===== src/rtl/ilir_pkg.sv =====
`default_nettype none

package ilir_pkg;

    // Operation codes carried in the input tuser
    localparam logic [1:0] OP_APPEND = 2'd0;
    localparam logic [1:0] OP_INSERT = 2'd1;
    localparam logic [1:0] OP_REMOVE = 2'd2;
    localparam logic [1:0] OP_POP    = 2'd3;

    // Result status codes carried in the output tuser
    localparam logic [1:0] ST_OK    = 2'd0;
    localparam logic [1:0] ST_RANGE = 2'd1;
    localparam logic [1:0] ST_FULL  = 2'd2;

    // Fixed field widths of the stream beats
    localparam int OP_W       = 2;
    localparam int POS_W      = 7;
    localparam int ITEM_IN_W  = 32;
    localparam int ITEM_OUT_W = 32;
    localparam int STATUS_W   = 2;
    localparam int COUNT_W    = 7;
    localparam int S_TDATA_W  = 40;
    localparam int M_TDATA_W  = 40;

    // Cells per first-level group of the readout tree
    localparam int GROUP = 8;

    // Shift command shared by every cell of the chain
    typedef struct packed {
        logic ins;  // open a slot at the index, shift later entries up
        logic rem;  // close the slot at the index, shift later entries down
    } t_shift_ctrl;

endpackage

`default_nettype wire


===== src/rtl/ilir_cell.sv =====
`default_nettype none

module ilir_cell #(
    parameter int INDEX      = 0,
    parameter int IW         = 6,
    parameter int ITEM_WIDTH = 32
) (
    input  wire                      i_clk,
    input  ilir_pkg::t_shift_ctrl    i_ctrl,
    input  wire  [IW-1:0]            i_idx,
    input  wire  [ITEM_WIDTH-1:0]    i_item,
    input  wire  [ITEM_WIDTH-1:0]    i_below,
    input  wire  [ITEM_WIDTH-1:0]    i_above,
    output logic [ITEM_WIDTH-1:0]    o_data
);

    localparam logic [IW-1:0] MY_IDX = IW'(INDEX);

    logic [ITEM_WIDTH-1:0] r_data;
    logic [ITEM_WIDTH-1:0] n_data;

    always_comb begin
        n_data = r_data;
        if (i_ctrl.ins) begin
            if (i_idx == MY_IDX) begin
                n_data = i_item;
            end else if (i_idx < MY_IDX) begin
                n_data = i_below;
            end
        end else if (i_ctrl.rem) begin
            if (i_idx <= MY_IDX) begin
                n_data = i_above;
            end
        end
    end

    always_ff @(posedge i_clk) begin
        r_data <= n_data;
    end

    assign o_data = r_data;

endmodule

`default_nettype wire


===== config.mk =====
export PLATFORM = sky130hd
export DESIGN_NAME = ilir_cell
export DESIGN_NICKNAME = d
export VERILOG_FILES = /design/src/rtl/ilir_pkg.sv /design/src/rtl/ilir_cell.sv
export SDC_FILE = /design/constraint.sdc
export NUM_CORES = 1
export LEC_CHECK = 0
export BUFFER_PORTS_ARGS = -buffer_cell sky130_fd_sc_hd__buf_2
export CORE_MARGIN = 5
export CORE_UTILIZATION = 35
export DETAILED_ROUTE_END_ITERATION = 6
export HOLD_SLACK_MARGIN = 0.12
export PLACE_DENSITY = 0.84
export RECOVER_POWER = 100
export SLEW_MARGIN = 25
export SYNTH_ARGS = -nofsm -noshare
export SYNTH_HDL_FRONTEND = slang
export SYNTH_SLANG_ARGS = --single-unit

===== constraint.sdc =====
create_clock -name i_clk -period 4.96 [get_ports i_clk]
set_input_delay 0 -clock i_clk [delete_from_list [all_inputs] [get_ports i_clk]]
set_output_delay 0 -clock i_clk [all_outputs]
set_load 0.01 [all_outputs]

; ---- Word level (Yosys, flattened, before mapping)
; Cells that the tools add are included.
; W data, S select, Z words.
[word_totals]
n_memories = 0
latch_bits = 0
mem_bits_rw = 0
reg_bits = 32
romBits = 0
[classes]
shifts = 0
n_eq_ne = 1
div_mod_pow = 0
n_addsub = 0
mul = 0
n_bitwise = 0
muxes = 5
order_cmp = 2
reduce_logical = 4
[op_table]
columns = op, n
row1 = $mux W32, 5
row2 = $le A6 B1 Y1 const B, 1
row3 = $logic_not A6 Y1, 1
row4 = $lt A6 B1 Y1 const B, 1
row5 = $reduce_bool A2 Y1, 2
row6 = $ne A3 B1 Y1 const B, 1
row7 = $reduce_and A3 Y1, 1

; ---- Longest topological paths before layout
; Gate-level depths: netlist of the first run.
[depth]
word_depth = 4
ltp_mapped = 4

; ---- Worst setup path after synthesis of the first run
; Ideal clock, no wire load.
[synth_timing]
kind = input port to flip-flop
start = input port i_idx[0]
end = register r_data[0], in the netlist o_data[0], enable pin
path_stages = 2
path_slack_ps = 2220
setup_time_ps = 442
path_buffers = 0
arrival_time_ps = 2298
cell_sequence = or4_4 -> nor4_2
[synth_via]
elab_chain_len = 3
[synth_rtl]
columns = element, line_no
row1 = "start, declared", ilir_cell.sv:10  ; input wire [IW-1:0] i_idx,
row2 = $lt A6 B1 Y1 (tied with other cells), ilir_cell.sv:27  ; end else if (i_idx < MY_IDX) begin
row3 = $ne A3 B1 Y1 (no source line) or $reduce_bool A2 Y1 (tied branches), n/a
row4 = $reduce_and A3 Y1 (no source line) *, n/a
row5 = "end signal, assigned", ilir_cell.sv:38  ; r_data <= n_data;
row6 = "end, declared", ilir_cell.sv:19  ; logic [ITEM_WIDTH-1:0] r_data;
; Mark *: on every way between the ends. The rest lies on a longest branch, timed or not.
; A chain may end at the register's enable or synchronous reset.

; ---- Worst setup path after layout of the first run
[layout_timing]
start = input port i_ctrl[1] (netlist name)
end = register r_data[15], in the netlist o_data[15], enable pin
[layout_via]
elab_chain_len = 2
[layout_rtl]
columns = element, line_no
row1 = "start, declared", ilir_cell.sv:9  ; input ilir_pkg::t_shift_ctrl i_ctrl,
row2 = $ne A3 B1 Y1 (no source line) or $reduce_bool A2 Y1 (tied branches), n/a
row3 = $reduce_and A3 Y1 (no source line) *, n/a
; Marked as above.

==> results by group, run 1 <==
Final layout
  – Sequential cell area: 961 µm²
  – Largest register FFs: 32
  – Most frequent cells in the layout: buf_2 (71), dlygate4sd3_1 (66), clkbuf_1 (34), edfxtp_1 (32), mux2_2 (26)
  – Share of layout cells above drive strength 1: 0.427
  – # diodes: 0
  – Layout Cells excl Fill: 294
  – Area growth syn-to-layout: 91.0%
  – Multi-input gate area: 382 µm²
  – Number of fillers in the final layout: 279
  – Commonest non-fill, non-tap cell in the layout: buf_2
  – Fin nets: 350

Timing
  – RSZ-0062 raised after global routing: false
  – Max transition margin: -0.182
  – Fmax: 0.349 GHz
  – Final min period: 2870 ps
  – Least-Margin Pin Slew: 1770 ps
  – Setup TNS: 0 ps
  – # setup viols final: 0
  – Period utilization: 0.578
  – Final Max Tran Viols: 34
  – Hold Fails Final Rpt: 0

Route
  – WL final: 4.49 mm
  – Via count: 1317
  – Wire per inst: 15.3 µm
  – # DRC: 0
  – DRT iter0 DRCs: 71
  – First-pass DRT Iterations: 5
  – Via density: 4.48
  – ANT nets after route: 0

Logic synthesis
  – Synth Area in Compound Gates: 0
  – Net Count, Synth: 176
  – Post-synthesis adder-cell area fraction: 0
  – Top cells by area, synth: edfxtp_1 (70%), mux2_2 (22%), mux2_1 (4.1%)
  – Simple-gate share of the synthesized area: 0.0200
  – Synth Area in XOR/XNOR: 0
  – Syn. warnings: 0
  – Seq/Total Area, Yosys: 0.698
  – Syn Inst Count: 71
  – Unique masters post-synth: 8
  – Syn Area/Cell: 19.4 µm²
  – Largest family of logic cells by synthesized area: multiplexers
  – FF+latch count, synth: 32
  – Post-synthesis mux area share: 0.262
  – Largest area contributor in the netlist: edfxtp_1
  – Cell area after synthesis: 0.00138 mm²
  – Share of the synthesized area in the top cell type: 0.698

Worst setup path
  – Worst setup path class: input pin to flop
  – Critical path peak fanout: 33
  – Worst setup path startpoint: i_ctrl[1]
  – Critical path cell sequence: clkbuf_1 -> nor2_1 -> nor4_1 -> dlygate4sd3_1
  – Crit path largest cell delay: 1250 ps
  – Slowest CP cell: clkbuf_1
  – Crit path DAT: 2780 ps
  – Startpoint types: input pin
  – Crit end category: flop
  – Required @ worst endpoint: 4870 ps

Global route
  – Overflow after GRT: 0
  – Vias in the first global route: 1438
  – Gr usage total: 0.168
  – First-pass GRT wire length: 6.60 mm
  – Largest net degree at the start of global routing: 34
  – Initial antenna violation count: 0

Placement
  – GP Congestion: 0.746
  – Placed insts: 220
  – Post-DP HPWL: 2.73 mm
  – Buffers on Ports: 104

Worst hold path
  – HP Start: i_item[25]
  – Hold path depth: 3
  – Worst min path class: input pin to flop

Floorplan
  – Io pins: 137
  – Die area: 0.00529 mm²
  – Initial Util: 0.368
  – Core area: 0.00374 mm²
  – Die Ht: 72.7 µm
  – Die width: 72.7 µm
  – Site Rows: 22

Clock tree
  – Root Driver: clkbuf_8
  – Clk buf depth: 2
  – Post-CTS Hold Buffers: 66
  – CTS tree: done
  – Cts bufs inserted: 5
  – # Post-CTS Setup Buffers: 0
  – Htree depth: 2
  – Worst-path clk slew: 60 ps
  – Num Clock Sinks: 32
  – Post-CTS Resized: 0

Flow run
  – Max-cap violations: 1

Pwr
  – Power density over the cells: 228 mW/mm²
  – Pleak: 1.06 nW
  – Worst VDD drop: 0.000161 V

Run status
  – Status: finished with violations
  – Violated checks: max-capacitance violations, max-slew violations
worst max-delay path: cells and delay by family:
family / cells / cell delay, ps
AND/OR/NAND/NOR: 2 / 520
buffers and inverters: 2 / 2240
synthesized netlist by cell type, drive strengths merged:
| cell type | number |
|---|---|
| mux2 | 32 |
| nor4 | 1 |
| nor2 | 1 |
| buf | 4 |
| edfxtp | 32 |
| or4 | 1 |
cells by family after synthesis:
group / Yosys count
buffers and inverters: 4
and+or+nand+nor: 3
DFF: 32
muxes: 32
layout make-up:
type / count / share of cell area
clock buffer: 5 / 0.0262
clock inverter: 3 / 0.00524
multi-input combinational: 35 / 0.145
sequential: 32 / 0.366
tap: 48 / 0.0228
timing repair buffer: 171 / 0.435
per-layer routing:
metal	vias up	global-route usage	wire, µm
met1	625	0.154	1410
met4	0	0.0758	95
met5	-	0	0
li1	625	-	-
met2	61	0.345	2670
met3	6	0.0303	317
metrics by stage:
step           power [mW]  instance area (µm²)  setup WS (ps)   util  hold WS [ps]
2_1_floorplan       0.338                 1380           2220      -           201
3_3_place_gp        0.367                 1950           2760  0.520           281
3_5_place_dp        0.370                 1950           2670  0.520           288
4_1_cts             0.603                 2690           2880  0.718           267
5_1_grt             0.621                 2630           1760  0.702           569
6_report            0.600                 2630           2090  0.702           547
worst paths after layout:
check	endpoint	slack (ps)
setup / recovery	o_data[15]$_DFFE_PP_	2090
hold / removal	o_data[25]$_DFFE_PP_	550
where the power goes:
group | leakage [nW] | internal [mW] | switching, mW
Clock | 0.0453 | 0.0950 | 0.0911
Combinational | 0.729 | 0.0803 | 0.0301
Sequential | 0.288 | 0.302 | 0.000664
(Power assumes the default switching activity.)
==> run 2: changes to the inputs <==
--- a/config.mk
+++ b/config.mk
@@ -7,10 +7,10 @@
 export LEC_CHECK = 0
 export BUFFER_PORTS_ARGS = -buffer_cell sky130_fd_sc_hd__buf_2
 export CORE_MARGIN = 5
-export CORE_UTILIZATION = 35
+export CORE_UTILIZATION = 32
 export DETAILED_ROUTE_END_ITERATION = 6
 export HOLD_SLACK_MARGIN = 0.12
-export PLACE_DENSITY = 0.84
+export PLACE_DENSITY = 0.81
 export RECOVER_POWER = 100
 export SLEW_MARGIN = 25
 export SYNTH_ARGS = -nofsm -noshare
==> constraint.sdc (replaced) <==
create_clock -name i_clk -period 2.3 [get_ports i_clk]
set_input_delay 0 -clock i_clk [delete_from_list [all_inputs] [get_ports i_clk]]
set_output_delay 0 -clock i_clk [all_outputs]
set_load 0.01 [all_outputs]
==> run 2 against run 1 <==
Net effect:
- combinational power up 110%
- clock power up 110%
- the run now ends clean
- cell count up 0.34%
- routed wire length down 5.7%
- first-iteration DRC count down 66%
- non-clock buffer count down 1
- sequential share of layout area up 0.16 points
- largest power group unchanged
- critical path depth unchanged
==> results by group, run 2 (same netlist as run 1, synthesis figures left out) <==
Timing
  – Fmax: 0.626 GHz
  – Setup TNS: 0 ps
  – Max transition margin: 0.481
  – Period utilization: 0.694
  – Min Hold Slack: 540 ps
  – Slack of the critical path: 703 ps
  – Hold Fails Final Rpt: 0
  – Least-Margin Pin Slew: 779 ps
  – Final Max Tran Viols: 0
  – RSZ-0062 raised after global routing: false
  – Final min period: 1600 ps
  – # setup viols final: 0

Pwr
  – Power density over the cells: 491 mW/mm²
  – Pleak: 1.06 nW
  – Worst VDD drop: 0.000397 V
  – PnR Total Power: 1.29 mW

Clock tree
  – Root Driver: clkbuf_8
  – Num Clock Sinks: 32
  – Post-CTS Hold Buffers: 64
  – # Post-CTS Setup Buffers: 0
  – Cts bufs inserted: 5
  – Clk buf depth: 2
  – Post-CTS Resized: 0
  – Worst-path clk slew: 70 ps
  – CTS tree: done
  – Htree depth: 2

Final layout
  – Fin util: 0.641
  – Design area: 0.00262 mm²
  – Fin nets: 349
  – Area growth syn-to-layout: 90.2%
  – # diodes: 0
  – Layout Cells excl Fill: 295
  – Share of layout cells above drive strength 1: 0.441
  – Commonest non-fill, non-tap cell in the layout: buf_2
  – Most frequent cells in the layout: buf_2 (72), dlygate4sd3_1 (64), edfxtp_1 (32), clkbuf_1 (32), mux2_2 (27)
  – Largest register FFs: 32

Placement
  – Area post-placement: 0.00196 mm²
  – Buffers on Ports: 104
  – Post-DP HPWL: 2.51 mm
  – Placed insts: 223
  – Pre-CTS WS: 750 ps
  – GP Congestion: 0.667

Global route
  – Initial antenna violation count: 0
  – Gr usage total: 0.156
  – Vias in the first global route: 1473
  – First-pass GRT wire length: 6.54 mm
  – Largest net degree at the start of global routing: 33
  – Overflow after GRT: 0

Floorplan
  – Initial Util: 0.337
  – Core area: 0.00409 mm²
  – Site Rows: 23
  – Die width: 75.6 µm
  – Die area: 0.00571 mm²
  – Io pins: 137
  – Die Ht: 75.6 µm

Worst setup path
  – Crit path DAT: 1500 ps
  – Critical path cell sequence: buf_2 -> or4_1 -> nor4_1 -> clkbuf_2
  – Crit path largest cell delay: 670 ps
  – Worst setup path class: input pin to flop
  – Critical path peak fanout: 32
  – Slowest CP cell: clkbuf_2
  – Required @ worst endpoint: 2200 ps
  – Startpoint types: input pin
  – Crit end category: flop

Route
  – First-pass DRT Iterations: 4
  – WL final: 4.24 mm
  – DRT iter0 DRCs: 24
  – Via density: 4.36
  – ANT nets after route: 0
  – Wire per inst: 14.4 µm
  – # DRC: 0
  – Via count: 1287

Flow run
  – Max-cap violations: 0

Run status
  – Status: complete, no violations

Worst hold path
  – Worst min path class: input pin to flop
## run 2: power breakdown
| part | leakage [nW] | switching, mW | internal (mW) |
|---|---|---|---|
| logic | 0.727 | 0.0622 | 0.172 |
| registers | 0.288 | 0.00150 | 0.652 |
| clock network | 0.0453 | 0.194 | 0.205 |
## run 2: worst paths after layout
path,cells after the start,startpoint,end
max,4,i_idx[0],o_data[2]$_DFFE_PP_
min,3,i_above[25],o_data[25]$_DFFE_PP_
## run 2: cell type report
| class | instances | area (µm²) |
|---|---|---|
| Clock inverter | 3 | 13.8 |
| Fill cell | 318 | 1470 |
| Timing Repair Buffer | 170 | 1130 |
| Sequential cell | 32 | 961 |
| Multi-Input combinational cell | 35 | 378 |
| Clock buffer | 5 | 68.8 |
| Tap cell | 50 | 62.6 |
## run 2: metal layers
metal	vias up	share of wire	GRT usage
li1	623	-	-
met1	590	0.36	0.153
met2	70	0.51	0.282
met3	4	0.13	0.0884
met4	0	0.0059	0.0369
met5	-	0	0
## run 2: critical path, delay by kind of cell
kind / cells / cell delay, ps
buffers and inverters: 2 / 760
and+or+nand+nor: 2 / 730
